### config.mk
export PLATFORM = sky130hd
export DESIGN_NAME = ripemd160_hash_engine
export DESIGN_NICKNAME = d
export VERILOG_FILES = /design/src/hdl/rmd_pkg.sv /design/src/hdl/rmd_queue.sv /design/src/hdl/rmd_core.sv /design/src/hdl/ripemd160_hash_engine.sv
export SDC_FILE = /design/constraint.sdc
export NUM_CORES = 2
export LEC_CHECK = 0
export ABC_CLOCK_PERIOD_IN_PS = 26700
export BUFFER_PORTS_ARGS = -buffer_cell sky130_fd_sc_hd__buf_2
export CAP_MARGIN = 20
export CORE_MARGIN = 4
export CORE_UTILIZATION = 46
export DETAILED_ROUTE_END_ITERATION = 10
export PLACE_DENSITY = 0.61
export SYNTH_ARGS = -nofsm -noshare
export SYNTH_HDL_FRONTEND = slang
export SYNTH_SLANG_ARGS = --single-unit
### constraint.sdc
create_clock -name i_clk -period 26.7 [get_ports i_clk]
set_input_delay 4.005 -clock i_clk [delete_from_list [all_inputs] [get_ports i_clk]]
set_output_delay 4.005 -clock i_clk [all_outputs]
set_load 0.005 [all_outputs]
### src/hdl/rmd_pkg.sv
// Shared types, constants and step tables for the RIPEMD-160 hash engine.
package rmd_pkg;

    localparam logic [31:0] IV0 = 32'h67452301;
    localparam logic [31:0] IV1 = 32'hefcdab89;
    localparam logic [31:0] IV2 = 32'h98badcfe;
    localparam logic [31:0] IV3 = 32'h10325476;
    localparam logic [31:0] IV4 = 32'hc3d2e1f0;

    typedef struct packed {
        logic [31:0] data_word;
        logic [2:0]  byte_count;
        logic        last_word;
    } t_item;

    typedef logic [31:0] t_block [16];

    localparam logic [3:0] WL [80] = '{
        0,1,2,3,4,5,6,7,8,9,10,11,12,13,14,15,
        7,4,13,1,10,6,15,3,12,0,9,5,2,14,11,8,
        3,10,14,4,9,15,8,1,2,7,0,6,13,11,5,12,
        1,9,11,10,0,8,12,4,13,3,7,15,14,5,6,2,
        4,0,5,9,7,12,2,10,14,1,3,8,11,6,15,13};
    localparam logic [3:0] WR [80] = '{
        5,14,7,0,9,2,11,4,13,6,15,8,1,10,3,12,
        6,11,3,7,0,13,5,10,14,15,8,12,4,9,1,2,
        15,5,1,3,7,14,6,9,11,8,12,2,10,0,4,13,
        8,6,4,1,3,11,15,0,5,12,2,13,9,7,10,14,
        12,15,10,4,1,5,8,7,6,2,13,14,0,3,9,11};
    localparam logic [3:0] RL [80] = '{
        11,14,15,12,5,8,7,9,11,13,14,15,6,7,9,8,
        7,6,8,13,11,9,7,15,7,12,15,9,11,7,13,12,
        11,13,6,7,14,9,13,15,14,8,13,6,5,12,7,5,
        11,12,14,15,14,15,9,8,9,14,5,6,8,6,5,12,
        9,15,5,11,6,8,13,12,5,12,13,14,11,8,5,6};
    localparam logic [3:0] RR [80] = '{
        8,9,9,11,13,15,15,5,7,7,8,11,14,14,12,6,
        9,13,15,7,12,8,9,11,7,7,12,7,6,15,13,11,
        9,7,15,11,8,6,6,14,12,13,5,14,13,13,7,5,
        15,5,8,11,14,14,6,14,6,9,12,9,12,5,15,8,
        8,5,12,9,12,5,14,6,8,13,6,5,15,13,11,11};
    localparam logic [31:0] KL [5] = '{32'h0, 32'h5a827999, 32'h6ed9eba1,
                                      32'h8f1bbcdc, 32'ha953fd4e};
    localparam logic [31:0] KR [5] = '{32'h50a28be6, 32'h5c4dd124, 32'h6d703ef3,
                                      32'h7a6d76e9, 32'h0};

    function automatic logic [31:0] f_rotl(input logic [31:0] x, input logic [3:0] s);
        logic [63:0] d;
        d = {x, x} << s;
        return d[63:32];
    endfunction

    function automatic logic [31:0] f_mix(input logic [2:0] g, input logic [31:0] x,
                                          input logic [31:0] y, input logic [31:0] z);
        logic [31:0] r;
        unique case (g)
            3'd0: r = x ^ y ^ z;
            3'd1: r = (x & y) | (~x & z);
            3'd2: r = (x | ~y) ^ z;
            3'd3: r = (x & z) | (y & ~z);
            default: r = x ^ (y | ~z);
        endcase
        return r;
    endfunction

endpackage

### src/hdl/rmd_queue.sv
// Two-entry item queue between the front and the back of the engine.
module rmd_queue (
    input  logic           i_clk,
    input  logic           i_rst_n,
    input  logic           i_push,
    input  rmd_pkg::t_item i_item,
    output logic           o_full,
    input  logic           i_pop,
    output logic           o_valid,
    output rmd_pkg::t_item o_item
);
    import rmd_pkg::*;

    t_item      r_mem [2];
    logic       r_wp, n_wp, r_rp, n_rp;
    logic [1:0] r_cnt, n_cnt;

    always_comb begin
        n_wp  = r_wp ^ i_push;
        n_rp  = r_rp ^ i_pop;
        n_cnt = r_cnt + 2'(i_push) - 2'(i_pop);
    end

    always_ff @(posedge i_clk) begin
        if (!i_rst_n) begin
            r_wp  <= 1'b0;
            r_rp  <= 1'b0;
            r_cnt <= 2'd0;
        end else begin
            r_wp  <= n_wp;
            r_rp  <= n_rp;
            r_cnt <= n_cnt;
        end
        if (i_push) begin
            r_mem[r_wp] <= i_item;
        end
    end

    assign o_full  = r_cnt == 2'd2;
    assign o_valid = r_cnt != 2'd0;
    assign o_item  = r_mem[r_rp];
endmodule

### src/hdl/rmd_core.sv
// Byte packer, padding sequencer, compression rounds and digest output.
module rmd_core (
    input  logic           i_clk,
    input  logic           i_rst_n,
    input  logic           i_valid,
    input  rmd_pkg::t_item i_item,
    output logic           o_pop,
    output logic           o_tvalid,
    input  logic           i_tready,
    output logic [31:0]    o_word,
    output logic [2:0]     o_index,
    output logic           o_last
);
    import rmd_pkg::*;

    typedef enum logic [6:0] {
        S_TAKE = 7'b0000001, S_BYTE = 7'b0000010, S_PAD = 7'b0000100,
        S_LEN  = 7'b0001000, S_CMP = 7'b0010000, S_FIN = 7'b0100000,
        S_OUT  = 7'b1000000
    } t_state;

    t_state      r_st;
    logic [31:0] r_blk [16];
    logic [31:0] r_h [5];
    logic [31:0] r_v [10];
    logic [63:0] r_len;
    logic [31:0] r_data;
    logic [2:0]  r_cnt;
    logic        r_lastw, r_padend;
    logic [6:0]  r_j;
    logic [2:0]  r_oi;
    logic [5:0]  pos;
    logic [2:0]  g;
    logic [31:0] tl, tr;
    logic [2:0]  cnt_in;

    assign pos    = r_len[5:0];
    assign g      = r_j[6:4];
    assign cnt_in = (i_item.byte_count > 3'd4) ? 3'd4 : i_item.byte_count;
    assign tl = f_rotl(r_v[0] + f_mix(g, r_v[1], r_v[2], r_v[3]) + r_blk[WL[r_j]]
                       + KL[g], RL[r_j]) + r_v[4];
    assign tr = f_rotl(r_v[5] + f_mix(3'd4 - g, r_v[6], r_v[7], r_v[8])
                       + r_blk[WR[r_j]] + KR[g], RR[r_j]) + r_v[9];
    assign o_pop    = (r_st == S_TAKE) && i_valid;
    assign o_tvalid = r_st == S_OUT;
    assign o_word   = r_h[r_oi];
    assign o_index  = r_oi;
    assign o_last   = r_oi == 3'd4;

    always_ff @(posedge i_clk) begin
        if (!i_rst_n) begin
            r_st  <= S_TAKE;
            r_len <= 64'd0;
            r_oi  <= 3'd0;
            r_h   <= '{IV0, IV1, IV2, IV3, IV4};
        end else begin
            unique case (r_st)
                S_TAKE: if (i_valid) begin
                    r_data  <= i_item.data_word;
                    r_cnt   <= cnt_in;
                    r_lastw <= i_item.last_word;
                    r_st    <= S_BYTE;
                end
                S_BYTE: if (r_cnt != 3'd0) begin
                    r_blk[pos[5:2]][{pos[1:0], 3'b000} +: 8] <= r_data[7:0];
                    r_data <= r_data >> 8;
                    r_cnt  <= r_cnt - 3'd1;
                    r_len  <= r_len + 64'd1;
                    if (pos == 6'd63) begin
                        r_padend <= 1'b0;
                        r_j      <= 7'd0;
                        r_v      <= '{r_h[0], r_h[1], r_h[2], r_h[3], r_h[4],
                                      r_h[0], r_h[1], r_h[2], r_h[3], r_h[4]};
                        r_st     <= S_CMP;
                    end
                end else begin
                    if (r_lastw) begin
                        r_blk[pos[5:2]][{pos[1:0], 3'b000} +: 8] <= 8'h80;
                        for (int b = 0; b < 4; b++) begin
                            if (b > int'(pos[1:0])) r_blk[pos[5:2]][8*b +: 8] <= 8'h00;
                        end
                        for (int w = 0; w < 16; w++) begin
                            if (w > int'(pos[5:2])) r_blk[w] <= 32'd0;
                        end
                        r_st <= (pos >= 6'd56) ? S_PAD : S_LEN;
                    end else begin
                        r_st <= S_TAKE;
                    end
                end
                S_PAD: begin
                    r_padend <= 1'b1;
                    r_j      <= 7'd0;
                    r_v      <= '{r_h[0], r_h[1], r_h[2], r_h[3], r_h[4],
                                  r_h[0], r_h[1], r_h[2], r_h[3], r_h[4]};
                    r_st     <= S_CMP;
                end
                S_LEN: begin
                    r_blk[14] <= {r_len[28:0], 3'b000};
                    r_blk[15] <= r_len[60:29];
                    r_padend  <= 1'b0;
                    r_lastw   <= 1'b0;
                    r_j       <= 7'd0;
                    r_v       <= '{r_h[0], r_h[1], r_h[2], r_h[3], r_h[4],
                                   r_h[0], r_h[1], r_h[2], r_h[3], r_h[4]};
                    r_st      <= S_FIN;
                end
                S_CMP, S_FIN: begin
                    if (r_j != 7'd80) begin
                        r_v <= '{r_v[4], tl, r_v[1], f_rotl(r_v[2], 4'd10), r_v[3],
                                 r_v[9], tr, r_v[6], f_rotl(r_v[7], 4'd10), r_v[8]};
                        r_j <= r_j + 7'd1;
                    end else begin
                        r_h[0] <= r_h[1] + r_v[2] + r_v[8];
                        r_h[1] <= r_h[2] + r_v[3] + r_v[9];
                        r_h[2] <= r_h[3] + r_v[4] + r_v[5];
                        r_h[3] <= r_h[4] + r_v[0] + r_v[6];
                        r_h[4] <= r_h[0] + r_v[1] + r_v[7];
                        if (r_st == S_FIN) begin
                            r_st <= S_OUT;
                        end else if (r_padend) begin
                            for (int w = 0; w < 14; w++) r_blk[w] <= 32'd0;
                            r_st <= S_LEN;
                        end else begin
                            r_st <= S_BYTE;
                        end
                    end
                end
                S_OUT: if (i_tready) begin
                    r_oi <= r_oi + 3'd1;
                    if (r_oi == 3'd4) begin
                        r_oi  <= 3'd0;
                        r_h   <= '{IV0, IV1, IV2, IV3, IV4};
                        r_len <= 64'd0;
                        r_st  <= S_TAKE;
                    end
                end
                default: r_st <= S_TAKE;
            endcase
        end
    end
endmodule

### src/hdl/ripemd160_hash_engine.sv
// RIPEMD-160 hash engine: stream input, queue, compression and digest output.
// Each word is taken from the queue and its valid bytes are packed; a full block is compressed before packing goes on.
// Compression: one left and right step pair per cycle, 80 steps, then a chaining-word update.
// Last word: padding and length fill the final block before the digest items; an extra block comes first if full.
// Reset is synchronous, active low: chaining words return to the initial values.
module ripemd160_hash_engine (
    input  logic        i_clk,
    input  logic        i_rst_n,
    input  logic        s_axis_tvalid,
    output logic        s_axis_tready,
    input  logic [39:0] s_axis_tdata,  // data_word, byte_count, zero fill
    input  logic        s_axis_tlast,  // last_word
    output logic        m_axis_tvalid,
    input  logic        m_axis_tready,
    output logic [39:0] m_axis_tdata,  // digest_word, word_index, zero fill
    output logic        m_axis_tlast   // last_result
);
    import rmd_pkg::*;

    t_item       w_in, w_q;
    logic        w_full, w_qv, w_pop;
    logic [31:0] w_word;
    logic [2:0]  w_idx;

    assign w_in = '{s_axis_tdata[31:0], s_axis_tdata[34:32], s_axis_tlast};
    assign s_axis_tready = !w_full;

    rmd_queue u_queue (
        .i_clk(i_clk), .i_rst_n(i_rst_n),
        .i_push(s_axis_tvalid && !w_full), .i_item(w_in), .o_full(w_full),
        .i_pop(w_pop), .o_valid(w_qv), .o_item(w_q)
    );

    rmd_core u_core (
        .i_clk(i_clk), .i_rst_n(i_rst_n), .i_valid(w_qv), .i_item(w_q),
        .o_pop(w_pop), .o_tvalid(m_axis_tvalid), .i_tready(m_axis_tready),
        .o_word(w_word), .o_index(w_idx), .o_last(m_axis_tlast)
    );

    assign m_axis_tdata = {5'd0, w_idx, w_word};

    a_last: assert property (@(posedge i_clk) disable iff (!i_rst_n)
        m_axis_tvalid && m_axis_tlast |-> w_idx == 3'd4) else $error("last");
    a_idx: assert property (@(posedge i_clk) disable iff (!i_rst_n)
        m_axis_tvalid |-> w_idx <= 3'd4) else $error("index");
    a_nopop: assert property (@(posedge i_clk) disable iff (!i_rst_n)
        m_axis_tvalid |-> !w_pop) else $error("pop");
endmodule
==> flow_metrics.env <==
export IMPL_drv_slew=0
export IMPL_cts_sink_count=1184
export IMPL_path_category_of_the_worst_min_delay_check="flop to flop"
export IMPL_nFillCells=17450
export IMPL_timing_fmax_ghz=0.06723
export IMPL_design_core_area_sq_um=183900
export IMPL_grtUsageMet1_pct=48.63
export IMPL_cts_buffers_inserted=141
export IMPL_grt_max_degree=146
export IMPL_detailed_routing_iteration_count_for_the_pre_antenna_repair_pass=8
export IMPL_cpPeakStageDelay_ps=810
export IMPL_timing_max_cap_violations=0
export IMPL_num_nets_final=10670
export IMPL_initial_utilization_pct=46.48
export IMPL_relSlewSlack_pct=18.04
export IMPL_grt_pass1_vias=73950
export IMPL_synth_flop_cell="dfxtp_1"
export IMPL_report_final_hold_viol_count=0
export IMPL_number_of_nets_still_failing_antenna_checks_after_routing=0
export IMPL_dieArea_sq_um=192700
export IMPL_fin_crit_ps=14870
export IMPL_ys_warn_count=0
export IMPL_avgSynthCellArea_sq_um=8.361
export IMPL_total_leakage_power_uw=0.03555
export IMPL_htree_num_levels=4
export IMPL_grtUsageMet3_pct=9.746
export IMPL_fp_row_count=157
export IMPL_worst_ep_arrival_time_ps=15450
export IMPL_cts_hold_fix_buffers=0
export IMPL_met2_usage_pct=50.21
export IMPL_synth_top_cells_by_area="edfxtp_1, dfxtp_1, nand2_1"
export IMPL_grt_busiest_layer="met2"
export IMPL_synthesis_stage_register_bit_count=1184
export IMPL_synthCells=10220
export IMPL_crit_path_start_kind="flop"
export IMPL_cts_clk_slew_worst_paths_ps=70
export IMPL_power_ir_vdd_worst_uv=78.01
export IMPL_design_portCount=88
export IMPL_cell_at_the_root_of_the_clock_tree="clkbuf_16"
export IMPL_gp_congestion=0.9953
export IMPL_final_setup_viol_count=0
export IMPL_rsz0062_at_grt="no"
export IMPL_clk_insertion_delay_late_ps=830
export IMPL_timing_worst_setup_path_type="flop to flop"
export IMPL_avgViaCountPerCell=6.375
export IMPL_dr_total_vias=80060
export IMPL_crit_fanout=47
export IMPL_power_density_nw_per_um2=75.70
export IMPL_clock_skew_ps=47.06
export IMPL_drtIter0Drc=11380
export IMPL_post_cts_resized_instances=0
export IMPL_dp_hpwl_microns=251200
export IMPL_track_usage_pct=35.13
export IMPL_post_synth_top_area_cell="edfxtp_1"
export IMPL_post_cts_buffers=0
export IMPL_synth_cell_area_sq_um=85460
export IMPL_whs_ps=466.2
export IMPL_tns_ps=0
export IMPL_grt_antenna_before_repair=17
export IMPL_routed_length_per_placed_instance_microns=27.87
export IMPL_post_route_util_pct=50.58
export IMPL_worst_setup_path_end_kind="flop"
export IMPL_area_growth_synth_to_final_pct=8.815
export IMPL_post_route_cells_drive_above_1_share_pct=6.542
export IMPL_grt_first_pass_wirelength_microns=504200
export IMPL_worstMarginPinSlew_ps=1222
export IMPL_synth_seq_area_share_pct=33.56
export IMPL_floorplan_die_height_microns=439.0
export IMPL_drc=0
export IMPL_synth_async_reset_ratio_pct=0
export IMPL_cts_tree="done"
export IMPL_synth_enable_flop_cells=497
export IMPL_die_w_microns=439.0
export IMPL_grt_overflow_total=0
export IMPL_cts_max_path_buffers=3
export IMPL_required_ps=27270
export IMPL_cpMaxStageDelayCell="o21ai_0"
export IMPL_result_of_the_run="finished, final reports clean"
export IMPL_buffer_ports_inserted=77
export IMPL_synth_lib_cells_used_distinct=110
export IMPL_routed_wl_microns=349900
export IMPL_final_period_utilization_pct=55.71
export IMPL_synth_largest_type_area_fraction_pct=17.46
[critical path, delay by kind of cell, from the launching register on]
| kind | cells | cell delay, ps |
|---|---|---|
| AO/OA/AOI/OAI | 18 | 6560 |
| XOR/XNOR | 1 | 170 |
| multiplexers | 1 | 570 |
| flip-flops | 1 | 670 |
| buffers and inverters | 5 | 2640 |
| adder cells (fa/ha/maj) | 4 | 1780 |
| AND/OR/NAND/NOR | 10 | 2090 |
[path summary, 6_finish.rpt]
kind / start / endpoint / slack, ps / cells after the start
setup reg to reg: u_core.r_j[6] / u_core.r_v[287] / 11830 / 39
hold reg to reg: u_core.r_blk[13][19] / u_core.r_blk[13][19] / 470 / 2
setup / recovery: u_core.r_j[6] / u_core.r_v[287] / 11830 / 39
hold / removal: u_core.r_blk[13][19] / u_core.r_blk[13][19] / 470 / 2
[registers in the layout (all words and copies together), names as in the netlist, named ones only]
register / count
u_queue.r_wp: 1
u_core.r_padend: 1
u_core.r_len: 61
u_queue.r_cnt: 2
u_core.r_cnt: 3
u_core.o_index: 3
u_core.r_st: 7
u_queue.r_rp: 1
u_core.r_j: 7
u_core.r_lastw: 1
u_core.r_v: 320
u_core.r_data: 32
u_queue.r_mem: 72
u_core.r_blk: 512
u_core.r_h: 160
[placed cells by master (no fill, tap or decap), types with 63 or more instances in the layout]
cell          n
a211oi_1    259
a21o_1      113
a21oi_1     622
a22oi_1      64
a311oi_1    101
a31oi_1     140
and2_1      153
and3_1      135
buf_2        76
buf_4       142
clkbuf_16   146
dfxtp_1     683
edfxtp_1    497
fa_1        284
ha_1        370
inv_1       447
mux2i_1     456
nand2_1    1872
nand2b_1     73
nand3_1     168
nor2_1     1046
nor2b_1     114
nor3_1       84
o211ai_1     63
o21ai_0     530
o22ai_1      95
xnor2_1     238
xor2_1      181
[area by class of cell]
class | instances | area (sq um) | area share (%)
antenna | 4 | 10.01 | 0.01076
clock buffer | 184 | 3906 | 4.201
clock inverter | 76 | 855.8 | 0.9203
inverter | 456 | 1713 | 1.842
multi-input combinational | 7943 | 52870 | 56.85
sequential | 1184 | 28690 | 30.85
tap | 2464 | 3083 | 3.315
timing repair buffer | 246 | 1871 | 2.011
[routing by layer]
| metal | routed length (microns) | share of wire (%) |
|---|---|---|
| met2 | 142800 | 41 |
| met3 | 44840 | 13 |
| met1 | 142100 | 41 |
| met5 | 126 | 0.036 |
| met4 | 20090 | 5.7 |
[synthesized netlist by cell type, types with 95 or more instances]
cell      instances
nand2_1        1879
nor2_1         1055
dfxtp_1         687
a21oi_1         626
o21ai_0         532
clkbuf_1        520
edfxtp_1        497
mux2i_1         456
inv_1           447
ha_1            372
fa_1            284
a211oi_1        260
xnor2_1         238
xor2_1          181
nand3_1         168
and2_1          154
a31oi_1         142
and3_1          137
nor2b_1         117
a21o_1          115
a311oi_1        101
o22ai_1          95
[metrics by stage]
step           instances  worst slack (ps)  total power (uW)  cell area [sq um]
2_1_floorplan      10230              8693              4004              85480
3_3_place_gp       12270             12250              4891              87940
3_5_place_dp       12280             12310              4920              88090
4_1_cts            12540             12250              6946              92860
5_1_grt            12550             11370              7327              92990
6_report           12560             11830              7039              92990
[power by group]
group | switching (uW) | internal, uW | total [uW]
clock | 877 | 1150 | 2030
combinational | 1950 | 1040 | 2990
sequential | 60.6 | 1960 | 2020
[logic make-up (layout without fill, tap and decap cells)]
| logic type | Yosys count | in the layout | synth area share [%] |
|---|---|---|---|
| other | 1 | 9 | 0.004388 |
| buffers and inverters | 1098 | 962 | 5.009 |
| AOI/OAI and AO/OA | 2465 | 2465 | 18.80 |
| xor gates and xnor gates | 420 | 420 | 4.326 |
| and+or+nand+nor | 3881 | 3881 | 19.61 |
| adders and majority gates | 656 | 656 | 12.10 |
| muxes | 516 | 516 | 6.593 |
| DFF | 1184 | 1184 | 33.56 |
(Power assumes the default switching activity.)
